`src/rtl/tcpar_pkg.sv`:
```
// ----------------------------------------------------------------------------
// tcpar_pkg
// Shared types and constants for the telecommand acceptance and routing check.
// ----------------------------------------------------------------------------
package tcpar_pkg;

    // Input item: one packet byte with its final-byte mark
    typedef struct packed {
        logic [7:0] data_byte;
        logic       last_byte;
    } t_in_item;

    // Result item: one verdict per packet
    typedef struct packed {
        logic [2:0]  verdict;
        logic [3:0]  route_index;
        logic [7:0]  service_kind;
        logic [16:0] packet_bytes;
    } t_out_item;

    // Captured header fields, byte count and running CRC of one packet
    typedef struct packed {
        logic [16:0] byte_count;
        logic [3:0]  version_and_flag;
        logic [1:0]  sequence_bits;
        logic [15:0] length_field;
        logic [3:0]  pus_version;
        logic [7:0]  service;
        logic [15:0] crc;
    } t_pkt_status;

    // Service lookup outcome
    typedef struct packed {
        logic       found;
        logic [3:0] index;
    } t_route_result;

    // Verdict codes
    localparam logic [2:0] VERDICT_ROUTED       = 3'd0;
    localparam logic [2:0] VERDICT_UNACCEPTABLE = 3'd1;
    localparam logic [2:0] VERDICT_ILLEGAL_APP  = 3'd2;
    localparam logic [2:0] VERDICT_BAD_CRC      = 3'd3;
    localparam logic [2:0] VERDICT_ILLEGAL_TYPE = 3'd4;

    // Configuration register indexes
    localparam logic [1:0] CFG_SERVICE_COUNT = 2'd0;
    localparam logic [1:0] CFG_TYPES_LOW     = 2'd1;
    localparam logic [1:0] CFG_TYPES_HIGH    = 2'd2;

    // Packet format constants
    localparam logic [16:0] COUNT_LIMIT    = 17'd65542;
    localparam logic [16:0] LENGTH_OFFSET  = 17'd7;
    localparam logic [1:0]  SEQ_STANDALONE = 2'd3;
    localparam logic [3:0]  PUS_VERSION    = 4'd2;
    localparam logic [15:0] CRC_INIT       = 16'hFFFF;
    localparam logic [15:0] CRC_POLY       = 16'h1021;

    localparam t_pkt_status PKT_CLEAR = '{
        byte_count:       17'd0,
        version_and_flag: 4'd0,
        sequence_bits:    2'd0,
        length_field:     16'd0,
        pus_version:      4'd0,
        service:          8'd0,
        crc:              CRC_INIT
    };

    // CRC-16-CCITT, MSB first, one byte
    function automatic logic [15:0] crc16_byte(input logic [15:0] crc_in,
                                               input logic [7:0]  data);
        logic [15:0] c;
        c = crc_in ^ {data, 8'h00};
        for (int i = 0; i < 8; i++) begin
            if (c[15]) begin
                c = {c[14:0], 1'b0} ^ CRC_POLY;
            end else begin
                c = {c[14:0], 1'b0};
            end
        end
        return c;
    endfunction

endpackage

```
`src/rtl/tc_packet_accept_and_route.sv`:
```
// ----------------------------------------------------------------------------
// tc_packet_accept_and_route
// Telecommand packet acceptance check with service routing.
// ----------------------------------------------------------------------------
// The block takes one packet byte per item and accepts a new byte every clock
// cycle while the input is not stalled; a byte is registered at the input,
// then counted, captured and folded into the CRC as it leaves that register,
// so the combinational CRC-16 byte update and the field capture set the rate
// of one byte per cycle. Non-final bytes give no result. On the final byte one
// result item is loaded into the output register as that byte leaves the input
// register, carrying the verdict (unacceptable packet, illegal application
// data, bad checksum, illegal packet type, checked in that order, else routed),
// the route slot, the service type byte and the saturating byte count. The
// output register lets input bytes keep flowing while a result waits; the input
// stalls only when a final byte reaches processing while an earlier result is
// still held. Configuration registers are written through a separate port
// that is always ready; write them only while no packet is in progress.
// ----------------------------------------------------------------------------
module tc_packet_accept_and_route
    import tcpar_pkg::*;
#(
    parameter int MAX_SERVICES     = 16,
    parameter int MIN_PACKET_BYTES = 13
) (
    input  logic        i_clk,
    input  logic        i_rst_n,
    // byte input channel
    input  logic        i_in_valid,
    output logic        o_in_stall,
    input  t_in_item    i_in_item,
    // result channel
    output logic        o_out_valid,
    input  logic        i_out_stall,
    output t_out_item   o_out_item,
    // configuration write channel
    input  logic        i_cfg_valid,
    output logic        o_cfg_ready,
    input  logic [1:0]  i_cfg_index,
    input  logic [63:0] i_cfg_data
);

    // Configuration registers
    logic [3:0]  r_service_count;
    logic [63:0] r_types_low;
    logic [63:0] r_types_high;

    // Input register
    logic        r_in_valid;
    t_in_item    r_in;

    // Output register
    logic        r_out_valid;
    t_out_item   r_out;

    logic          out_free;
    logic          consume;
    t_pkt_status   pkt_next;
    t_route_result route;
    t_out_item     n_out;
    logic          short_pkt;
    logic          hdr_bad;

    // ------------------------------------------------------------------
    // Configuration: always ready, unknown indexes dropped
    // ------------------------------------------------------------------
    assign o_cfg_ready = 1'b1;

    always_ff @(posedge i_clk) begin
        if (!i_rst_n) begin
            r_service_count <= 4'd0;
            r_types_low     <= 64'd0;
            r_types_high    <= 64'd0;
        end else if (i_cfg_valid && o_cfg_ready) begin
            case (i_cfg_index)
                CFG_SERVICE_COUNT: r_service_count <= i_cfg_data[3:0];
                CFG_TYPES_LOW:     r_types_low     <= i_cfg_data;
                CFG_TYPES_HIGH:    r_types_high    <= i_cfg_data;
                default:           ;
            endcase
        end
    end

    // ------------------------------------------------------------------
    // Flow control: a non-final byte always advances; a final byte needs
    // the output register free (empty or being drained this cycle)
    // ------------------------------------------------------------------
    assign out_free   = !r_out_valid || !i_out_stall;
    assign consume    = r_in_valid && (!r_in.last_byte || out_free);
    assign o_in_stall = r_in_valid && !consume;

    always_ff @(posedge i_clk) begin
        if (!i_rst_n) begin
            r_in_valid <= 1'b0;
        end else if (i_in_valid && !o_in_stall) begin
            r_in_valid <= 1'b1;
        end else if (consume) begin
            r_in_valid <= 1'b0;
        end
    end

    always_ff @(posedge i_clk) begin
        if (i_in_valid && !o_in_stall) begin
            r_in <= i_in_item;
        end
    end

    // ------------------------------------------------------------------
    // Packet tracking and service lookup
    // ------------------------------------------------------------------
    tcpar_track u_track (
        .i_clk   (i_clk),
        .i_rst_n (i_rst_n),
        .i_step  (consume),
        .i_byte  (r_in.data_byte),
        .i_last  (r_in.last_byte),
        .o_next  (pkt_next)
    );

    tcpar_route #(
        .MAX_SERVICES (MAX_SERVICES)
    ) u_route (
        .i_service_count (r_service_count),
        .i_types_low     (r_types_low),
        .i_types_high    (r_types_high),
        .i_service       (pkt_next.service),
        .o_route         (route)
    );

    // ------------------------------------------------------------------
    // Verdict, checks in priority order on the values after this byte
    // ------------------------------------------------------------------
    assign short_pkt = pkt_next.byte_count < 17'(MIN_PACKET_BYTES);
    assign hdr_bad   = (pkt_next.version_and_flag[3:1] != 3'd0)
                    || !pkt_next.version_and_flag[0]
                    || (pkt_next.sequence_bits != SEQ_STANDALONE)
                    || ({1'b0, pkt_next.length_field}
                        != (pkt_next.byte_count - LENGTH_OFFSET));

    always_comb begin
        n_out              = '0;
        n_out.service_kind = pkt_next.service;
        n_out.packet_bytes = pkt_next.byte_count;
        if (short_pkt || hdr_bad) begin
            n_out.verdict = VERDICT_UNACCEPTABLE;
        end else if (pkt_next.pus_version != PUS_VERSION) begin
            n_out.verdict = VERDICT_ILLEGAL_APP;
        end else if (pkt_next.crc != 16'd0) begin
            n_out.verdict = VERDICT_BAD_CRC;
        end else if (!route.found) begin
            n_out.verdict = VERDICT_ILLEGAL_TYPE;
        end else begin
            n_out.verdict     = VERDICT_ROUTED;
            n_out.route_index = route.index;
        end
    end

    // ------------------------------------------------------------------
    // Output register: load on a final byte, drop when taken
    // ------------------------------------------------------------------
    always_ff @(posedge i_clk) begin
        if (!i_rst_n) begin
            r_out_valid <= 1'b0;
        end else if (consume && r_in.last_byte) begin
            r_out_valid <= 1'b1;
        end else if (!i_out_stall) begin
            r_out_valid <= 1'b0;
        end
    end

    always_ff @(posedge i_clk) begin
        if (consume && r_in.last_byte) begin
            r_out <= n_out;
        end
    end

    assign o_out_valid = r_out_valid;
    assign o_out_item  = r_out;

    // ------------------------------------------------------------------
    // Checks
    // ------------------------------------------------------------------
    a_route_zero_unless_routed: assert property (@(posedge i_clk) disable iff (!i_rst_n)
        (o_out_valid && o_out_item.verdict != VERDICT_ROUTED)
            |-> (o_out_item.route_index == 4'd0))
        else $error("route index set on a rejected packet");

    a_routed_not_short: assert property (@(posedge i_clk) disable iff (!i_rst_n)
        (o_out_valid && o_out_item.verdict == VERDICT_ROUTED)
            |-> (o_out_item.packet_bytes >= 17'(MIN_PACKET_BYTES)))
        else $error("short packet routed");

    a_empty_input_never_stalls: assert property (@(posedge i_clk) disable iff (!i_rst_n)
        !r_in_valid |-> !o_in_stall)
        else $error("input stalled with an empty input register");

    a_final_byte_gives_result: assert property (@(posedge i_clk) disable iff (!i_rst_n)
        (consume && r_in.last_byte) |=> o_out_valid)
        else $error("final byte processed without a result");

endmodule

```
`src/rtl/tcpar_track.sv`:
```
// ----------------------------------------------------------------------------
// tcpar_track
// Per-packet byte counter, header field capture and running CRC.
// ----------------------------------------------------------------------------
module tcpar_track
    import tcpar_pkg::*;
(
    input  logic        i_clk,
    input  logic        i_rst_n,
    input  logic        i_step,
    input  logic [7:0]  i_byte,
    input  logic        i_last,
    output t_pkt_status o_next
);

    localparam logic [16:0] POS_VERSION  = 17'd0;
    localparam logic [16:0] POS_SEQUENCE = 17'd2;
    localparam logic [16:0] POS_LEN_HIGH = 17'd4;
    localparam logic [16:0] POS_LEN_LOW  = 17'd5;
    localparam logic [16:0] POS_PUS      = 17'd6;
    localparam logic [16:0] POS_SERVICE  = 17'd7;

    t_pkt_status r_stat;
    t_pkt_status n_stat;

    always_comb begin
        n_stat = r_stat;
        case (r_stat.byte_count)
            POS_VERSION:  n_stat.version_and_flag = {i_byte[7:5], i_byte[3]};
            POS_SEQUENCE: n_stat.sequence_bits    = i_byte[7:6];
            POS_LEN_HIGH: n_stat.length_field     = {i_byte, 8'h00};
            POS_LEN_LOW:  n_stat.length_field     = {r_stat.length_field[15:8], i_byte};
            POS_PUS:      n_stat.pus_version      = i_byte[7:4];
            POS_SERVICE:  n_stat.service          = i_byte;
            default:      ;
        endcase
        n_stat.crc = crc16_byte(r_stat.crc, i_byte);
        if (r_stat.byte_count < COUNT_LIMIT) begin
            n_stat.byte_count = r_stat.byte_count + 17'd1;
        end
    end

    assign o_next = n_stat;

    // Clear for the next packet once the final byte is taken
    always_ff @(posedge i_clk) begin
        if (!i_rst_n) begin
            r_stat <= PKT_CLEAR;
        end else if (i_step) begin
            r_stat <= i_last ? PKT_CLEAR : n_stat;
        end
    end

endmodule

```
`src/rtl/tcpar_route.sv`:
```
// ----------------------------------------------------------------------------
// tcpar_route
// Service type lookup: lowest configured slot whose type matches.
// ----------------------------------------------------------------------------
module tcpar_route
    import tcpar_pkg::*;
#(
    parameter int MAX_SERVICES = 16
) (
    input  logic [3:0]    i_service_count,
    input  logic [63:0]   i_types_low,
    input  logic [63:0]   i_types_high,
    input  logic [7:0]    i_service,
    output t_route_result o_route
);

    logic [15:0][7:0] types;

    assign types = {i_types_high, i_types_low};

    // Scan downward so the lowest matching slot is left standing
    always_comb begin
        o_route = '0;
        for (int s = MAX_SERVICES - 1; s >= 0; s--) begin
            if ({1'b0, i_service_count} > 5'(s) && types[s] == i_service) begin
                o_route.found = 1'b1;
                o_route.index = 4'(s);
            end
        end
    end

endmodule

```
`config.mk`:
```
export PLATFORM = sky130hd
export DESIGN_NAME = tc_packet_accept_and_route
export DESIGN_NICKNAME = d
export VERILOG_FILES = /design/src/rtl/tcpar_pkg.sv /design/src/rtl/tc_packet_accept_and_route.sv /design/src/rtl/tcpar_track.sv /design/src/rtl/tcpar_route.sv
export SDC_FILE = /design/constraint.sdc
export NUM_CORES = 1
export LEC_CHECK = 0
export CAP_MARGIN = 40
export CORE_AREA = 2 2 155 157
export CTS_BUF_LIST = sky130_fd_sc_hd__clkbuf_16
export CTS_CLUSTER_DIAMETER = 200
export CTS_CLUSTER_SIZE = 30
export DETAILED_ROUTE_END_ITERATION = 8
export DIE_AREA = 0 0 157 159
export DONT_BUFFER_PORTS = 1
export PLACE_DENSITY_LB_ADDON = 0.08
export RECOVER_POWER = 25
export SLEW_MARGIN = 20
export SYNTH_ARGS = -nofsm -noshare
export SYNTH_HDL_FRONTEND = slang
export SYNTH_HIERARCHICAL = 1
export SYNTH_SLANG_ARGS = --single-unit
export TNS_END_PERCENT = 20
```
`constraint.sdc`:
```
create_clock -name i_clk -period 5.3 [get_ports i_clk]
set_input_delay 0.265 -clock i_clk [delete_from_list [all_inputs] [get_ports i_clk]]
set_output_delay 0.265 -clock i_clk [all_outputs]
set_load 0.01 [all_outputs]
```
==> results of run 1 <==
==> worst max-delay path, delay by kind of cell (launching register included) <==
kind,cells,cell delay (ns)
and+or+nand+nor,4,1.73
AOI/OAI and AO/OA,6,1.89
adders and majority gates,1,0.36
DFF,1,0.42
==> how the worst max path moves through the flow <==
stage	from	to	slack [ns]	cells past startpoint
3_5_place_dp	u_track/r_stat[58]	o_out_item[29]	0.72	11
4_1_cts	u_track/r_stat[58]	o_out_item[29]	0.67	11
3_3_place_gp	u_track/r_stat[58]	o_out_item[29]	0.83	11
6_report	u_track/r_stat[58]	o_out_item[29]	0.64	11
5_1_grt	u_track/r_stat[62]	o_out_item[31]	0.31	11
2_1_floorplan	u_track/r_stat[54]	o_out_item[29]	1.25	14
==> flip-flops by register name, indices dropped and copies added (netlist names) <==
signal,cells
o_out_item,32
r_in,9
r_in_valid,1
r_service_count,4
r_types_low,64
o_out_valid,1
r_types_high,56
u_track/r_stat,67
==> power groups by stage <==
stage / sequential, mW / clock [mW] / combinational [mW]
after floorplan: 1.93 / 0 / 0.273
after global placement: 1.95 / 0 / 0.307
after detailed placement: 1.95 / 0 / 0.313
after CTS: 1.91 / 0.981 / 0.388
after global routing: 1.92 / 1.04 / 0.431
final: 1.91 / 0.960 / 0.393
==> through the flow <==
stage	cells	util [%]	hold slack (ns)	instance area, um2
3_5_place_dp	1619	52.9	0.341	12300
4_1_cts	1712	57.6	0.0543	13400
2_1_floorplan	1389	-	0.364	12300
6_report	1715	57.6	0.0678	13400
3_3_place_gp	1615	52.7	0.336	12200
5_1_grt	1715	57.6	0.0479	13400
==> placed cells by master (no fill, tap or decap), types with 18 or more instances in the layout <==
cell type	instances
nor3_1	31
nor4_1	18
dlygate4sd3_1	76
edfxtp_1	41
nor2_1	37
nand4_1	26
nand2_1	321
o21ai_0	29
a21boi_0	122
xor2_1	67
o22ai_1	18
nand3_1	40
xnor2_1	111
dfxtp_1	193
inv_1	18
==> layout make-up <==
type / count / share of cell area, %
antenna: 1 / 0.0187
clock buffer: 11 / 2.06
clock inverter: 5 / 0.178
inverter: 16 / 0.449
multi-input combinational: 1034 / 49.2
sequential: 234 / 38.1
tap: 319 / 2.99
timing repair buffer: 95 / 6.99
==> what timing repair did <==
action	CTS	global route
setup buffers	0	0
endpoints found under the hold margin	159	0
hold buffers	77	0
==> layer usage <==
layer	wire [um]	track usage (%)
met2	15700	43.5
met4	574	5.80
met1	14700	35.6
met3	1820	3.70
met5	0	0
==> run_results.csv, run 1 <==
group,metric,value,unit
worst_setup_path,worstPathArrival,4.90,ns
cts,tritoncts,"done",
sta,tightestPinTransition,3.22,ns
floorplan,core,23200,um2
worst_setup_path,worstRegToRegCells,11,
pwr,pwr-share-clk,29.4,%
worst_hold_path,worstHoldEndpoint,"o_out_item[18]",
placed_design,globalplace.congestion,0.873,
cts,ctsResizeCount,0,
worst_setup_path,cp_max_fo,14,
finish,drive_gt1_share,4.44,%
floorplan,row_count,56,
cts,cts_sinks,234,
synthesis,postSynthCellCount,1389,
worst_setup_path,slowest_delay,0.67,ns
pwr,p_total,3.26,mW
finish,n_fill_cell,2078,
floorplan,die-area,25000,um2
sta,setup_viol,0,
finish,syn2layout_area_growth,8.98,%
sta,slew_headroom,-115,%
sta,fmax,0.215,GHz
sta,fin_worst_skew,0.0156,ns
worst_setup_path,crit_path_cell_trace,"nor4_4 > nand3_2 > o21ai_1 > o21ai_0 > ha_1 > a211oi_4 > and3_1 > a211oi_1 > o31a_1 > or4_1 > a211o_1",
detailed_routing,drc_errors,0,
pwr,p_int,2.42,mW
worst_setup_path,path_class,"reg -> reg",
detailed_routing,dr.pass1.iters,5,
finish,nets,1477,
grt,grt_start_max_net_pins,156,
sta,fin_crit,4.66,ns
detailed_routing,ant_nets,0,
worst_setup_path,critPathSlowestCell,"or4_1",
sta,grt_setup_unrepaired,"no",
sta,finalCritPeriodShare,87.8,%
worst_hold_path,hold-path-cell-count,1,
pwr,p_leak,4.73,nW
placed_design,dpl_worst_slack,0.720,ns
placed_design,portBuffers,0,
cts,cts_buffer_depth,3,
floorplan,dieHeight,159,um
pwr,power_density,244,nW/um2
grt,grt_first_pass_wirelength,51800,um
outcome,outcome,"complete, but fails checks",
worst_setup_path,crit_path_end_kind,"flop",
sta,finalHoldViolCount,0,
grt,grt_pass1_vias,9492,
grt,grt_usage,26.0,%
sta,setup_slack,0.644,ns
synthesis,ys_warn_count,6,
placed_design,hpwl,21300,um
run,cap_violations,2,
worst_setup_path,ff2ff_setup_slack,0.64,ns
worst_setup_path,reg2reg_to,"o_out_item[29]",
detailed_routing,vias,9866,
pwr,swShare,26.0,%
grt,grt_overflow,0,
worst_setup_path,start_kind,"flop",
worst_hold_path,min-delay-start,"i_out_stall",
cts,cts_root_buffer,"clkbuf_16",
cts,clk_pin_slew,0.12,ns
sta,tns,0,ns
detailed_routing,wl,32800,um
pwr,vdd_drop_max,0.000191,V
outcome,violations,"capacitance limit, slew limit",
worst_setup_path,r2r-start,"u_track/r_stat[58]",
floorplan,die_w,157,um
synthesis,syn-cell-area,12300,um2
worst_hold_path,min_path_type,"in -> reg",
detailed_routing,wl_per_cell,19.1,um
pwr,seq_power_share,58.5,%
floorplan,io_pins,115,
cts,cts_made_buffers,11,
detailed_routing,drtIter0Drc,765,
detailed_routing,drt-vias-per-instance,5.75,
floorplan,start_util,52.9,%
cts,insertion_delay,0.48,ns
sta,final-max-slew-violation-count,122,
synthesis,avgSynthCellArea,8.83,um2
cts,h-tree-depth,1,
finish,multi_input_area,6580,um2
pwr,p_sw,0.847,mW
finish,regArea,5090,um2
synthesis,synth_nets,1474,
worst_setup_path,required,5.54,ns
grt,antenna_found_initial,1,
pwr,p_comb_share,12.1,%
(Power assumes the default switching activity.)
==> run 2: changes to the inputs <==
--- a/config.mk
+++ b/config.mk
@@ -6,18 +6,17 @@
 export NUM_CORES = 1
 export LEC_CHECK = 0
 export CAP_MARGIN = 40
-export CORE_AREA = 2 2 155 157
+export CORE_AREA = 2 2 163 165
 export CTS_BUF_LIST = sky130_fd_sc_hd__clkbuf_16
 export CTS_CLUSTER_DIAMETER = 200
 export CTS_CLUSTER_SIZE = 30
 export DETAILED_ROUTE_END_ITERATION = 8
-export DIE_AREA = 0 0 157 159
+export DIE_AREA = 0 0 165 167
 export DONT_BUFFER_PORTS = 1
 export PLACE_DENSITY_LB_ADDON = 0.08
 export RECOVER_POWER = 25
 export SLEW_MARGIN = 20
 export SYNTH_ARGS = -nofsm -noshare
 export SYNTH_HDL_FRONTEND = slang
-export SYNTH_HIERARCHICAL = 1
 export SYNTH_SLANG_ARGS = --single-unit
 export TNS_END_PERCENT = 20
==> run_results.csv, run 2 <==
group,metric,value,unit
sta,final-max-slew-violation-count,65,
synthesis,ys_warn_count,0,
worst_setup_path,worstRegToRegCells,13,
placed_design,post_dp_cell_area,14100,um2
floorplan,io_pins,115,
sta,finalCritPeriodShare,89.8,%
worst_setup_path,worstPathArrival,5.01,ns
finish,layout_commonest_cell,"nand2_1",
cts,cts_made_buffers,11,
finish,n_fill_cell,2393,
detailed_routing,ant_nets,0,
cts,h-tree-depth,1,
worst_hold_path,worstHoldEndpoint,"r_in[5]",
placed_design,hpwl,34700,um
floorplan,start_util,54.0,%
grt,grt_first_pass_wirelength,74600,um
detailed_routing,wl_per_cell,24.4,um
synthesis,postSynthCellCount,1639,
worst_setup_path,r2r-start,"u_track.r_stat[50]",
finish,top_regs,"u_track.r_stat (67), r_types_low (64), r_types_high (56)",
pwr,power_density,217,nW/um2
floorplan,die_w,165,um
sta,tns,0,ns
sta,fin_worst_skew,0.0188,ns
worst_hold_path,min_path_type,"in -> reg",
sta,slew_headroom,-103,%
synthesis,avgSynthCellArea,8.48,um2
worst_setup_path,cp_max_fo,12,
detailed_routing,drt-vias-per-instance,6.33,
synthesis,syn-cell-area,13900,um2
cts,insertion_delay,0.49,ns
floorplan,dieHeight,167,um
synthesis,synth_nets,1724,
floorplan,die-area,27600,um2
sta,finalHoldViolCount,0,
sta,grt_setup_unrepaired,"no",
grt,grt_pass1_vias,12364,
pwr,vdd_drop_max,0.000320,V
finish,largest_register,"u_track.r_stat",
worst_setup_path,ff2ff_setup_slack,0.54,ns
detailed_routing,drtIter0Drc,1272,
finish,drive_gt1_share,6.87,%
finish,design_area,15200,um2
cts,cts_sinks,234,
cts,tritoncts,"done",
finish,nets,1741,
synthesis,yosysTopAreaCell,"dfxtp_1",
worst_setup_path,reg2reg_to,"o_out_item[25]",
synthesis,synth.distinct_cells,112,
sta,fin_crit,4.76,ns
finish,syn2layout_area_growth,9.54,%
placed_design,globalplace.congestion,1.01,
worst_hold_path,min-delay-start,"i_in_valid",
pwr,p_leak,5.37,nW
synthesis,synth_area_leaders,"dfxtp_1, edfxtp_1, nand2_1",
synthesis,synth_top_area_share,27.8,%
cts,clk_pin_slew,0.13,ns
placed_design,portBuffers,0,
cts,cts_root_buffer,"clkbuf_16",
finish,largest_reg_flops,67,
worst_hold_path,hold-path-cell-count,1,
synthesis,synth_edf_count,41,
worst_setup_path,start_kind,"flop",
finish,layout_common_cells,"nand2_1, dfxtp_1, a21boi_0",
detailed_routing,dr.pass1.iters,6,
floorplan,core,25800,um2
synthesis,async_flop_share,0,%
worst_setup_path,path_class,"reg -> reg",
detailed_routing,wl,48700,um
grt,grt_overflow,0,
grt,antenna_found_initial,0,
sta,fmax,0.210,GHz
outcome,outcome,"complete, but fails checks",
grt,grt_start_max_net_pins,174,
finish,antenna_cells,0,
cts,ctsResizeCount,0,
run,cap_violations,1,
sta,setup_viol,0,
outcome,violations,"capacitance limit, slew limit",
cts,cts_buffer_depth,3,
synthesis,yosys.cell_count.top_type,"nand2_1",
synthesis,synth_flop_cell,"dfxtp_1",
floorplan,row_count,59,
grt,grt_usage,35.4,%
worst_setup_path,required,5.55,ns
detailed_routing,vias,12625,
synthesis,synth_seq_area_share,36.6,%
synthesis,ys_ff_latch,234,
detailed_routing,drc_errors,0,
worst_setup_path,crit_path_end_kind,"flop",
synthesis,ys_top_cells_by_count,"nand2_1, dfxtp_1, a21boi_0, xnor2_1, clkbuf_1",
sta,tightestPinTransition,3.04,ns
## run 2: worst max path at each step
stage / from / end / slack (ns) / cells past startpoint
global route: u_track.r_stat[50] / o_out_item[25] / 0.27 / 13
finish: u_track.r_stat[50] / o_out_item[25] / 0.54 / 13
detailed placement: u_track.r_stat[50] / o_out_item[25] / 0.75 / 13
CTS: u_track.r_stat[50] / o_out_item[25] / 0.70 / 13
global placement: u_track.r_stat[50] / o_out_item[25] / 0.82 / 13
floorplan: u_track.r_stat[60] / o_out_item[26] / 1.76 / 14
## run 2: layer usage
| layer | GRT usage, % | share of wire [%] |
|---|---|---|
| met1 | 45.1 | 41 |
| met5 | 0 | 0 |
| met3 | 4.36 | 6.2 |
| met2 | 59.9 | 48 |
| met4 | 15.1 | 4.8 |
## run 2: kinds of logic after synthesis
family,after synthesis,synth area share [%]
compound gates,418,22.5
xor+xnor,144,9.29
fa+ha+maj,5,0.450
buf+inv,162,5.23
flops,234,36.6
mux,14,1.03
other cells,1,0.0270
simple gates,661,24.8
## run 2: through the flow
step	util [%]	power (mW)	setup WS, ns	hold slack, ns	cells
floorplan	-	2.20	1.76	0.364	1639
global placement	54.5	2.29	0.821	0.364	1891
detailed placement	54.8	2.30	0.746	0.364	1897
CTS	59.2	3.31	0.703	0.0798	1994
global route	59.1	3.42	0.266	0.0853	1995
finish	59.1	3.30	0.540	0.0853	1995
## run 2: report_power, final
part / total (mW) / leakage (nW) / internal, mW / switching [mW]
logic: 0.417 / 3.23 / 0.181 / 0.236
clock network: 0.961 / 0.166 / 0.387 / 0.574
registers: 1.92 / 1.97 / 1.86 / 0.0649
## run 2: layout make-up
type	instances	area [um2]	share of cell area (%)
multi-input cells	1243	8100	53.2
flip-flops and latches	234	5090	33.5
repair buffers	119	1140	7.49
well taps	335	419	2.75
clock buffers	11	275	1.81
inverters	47	176	1.16
clock inverters	6	27.5	0.181
## run 2: timing repair
item                                   CTS  global route
endpoints found under the hold margin  186             0
hold buffers                            80             0
setup buffers                            0             0
## run 2: worst max-delay path, stage by stage, from the launching register on
cell and delay, ns:
dfxtp_1 0.58, ha_1 0.47, and3b_1 0.43, nand2_1 0.32, buf_4 0.30, nor3_1 0.39
nor2_1 0.28, buf_4 0.25, a22oi_1 0.23, nor4bb_1 0.57, o22a_1 0.24, o211ai_1 0.12
a211oi_1 0.24, nor3b_1 0.08
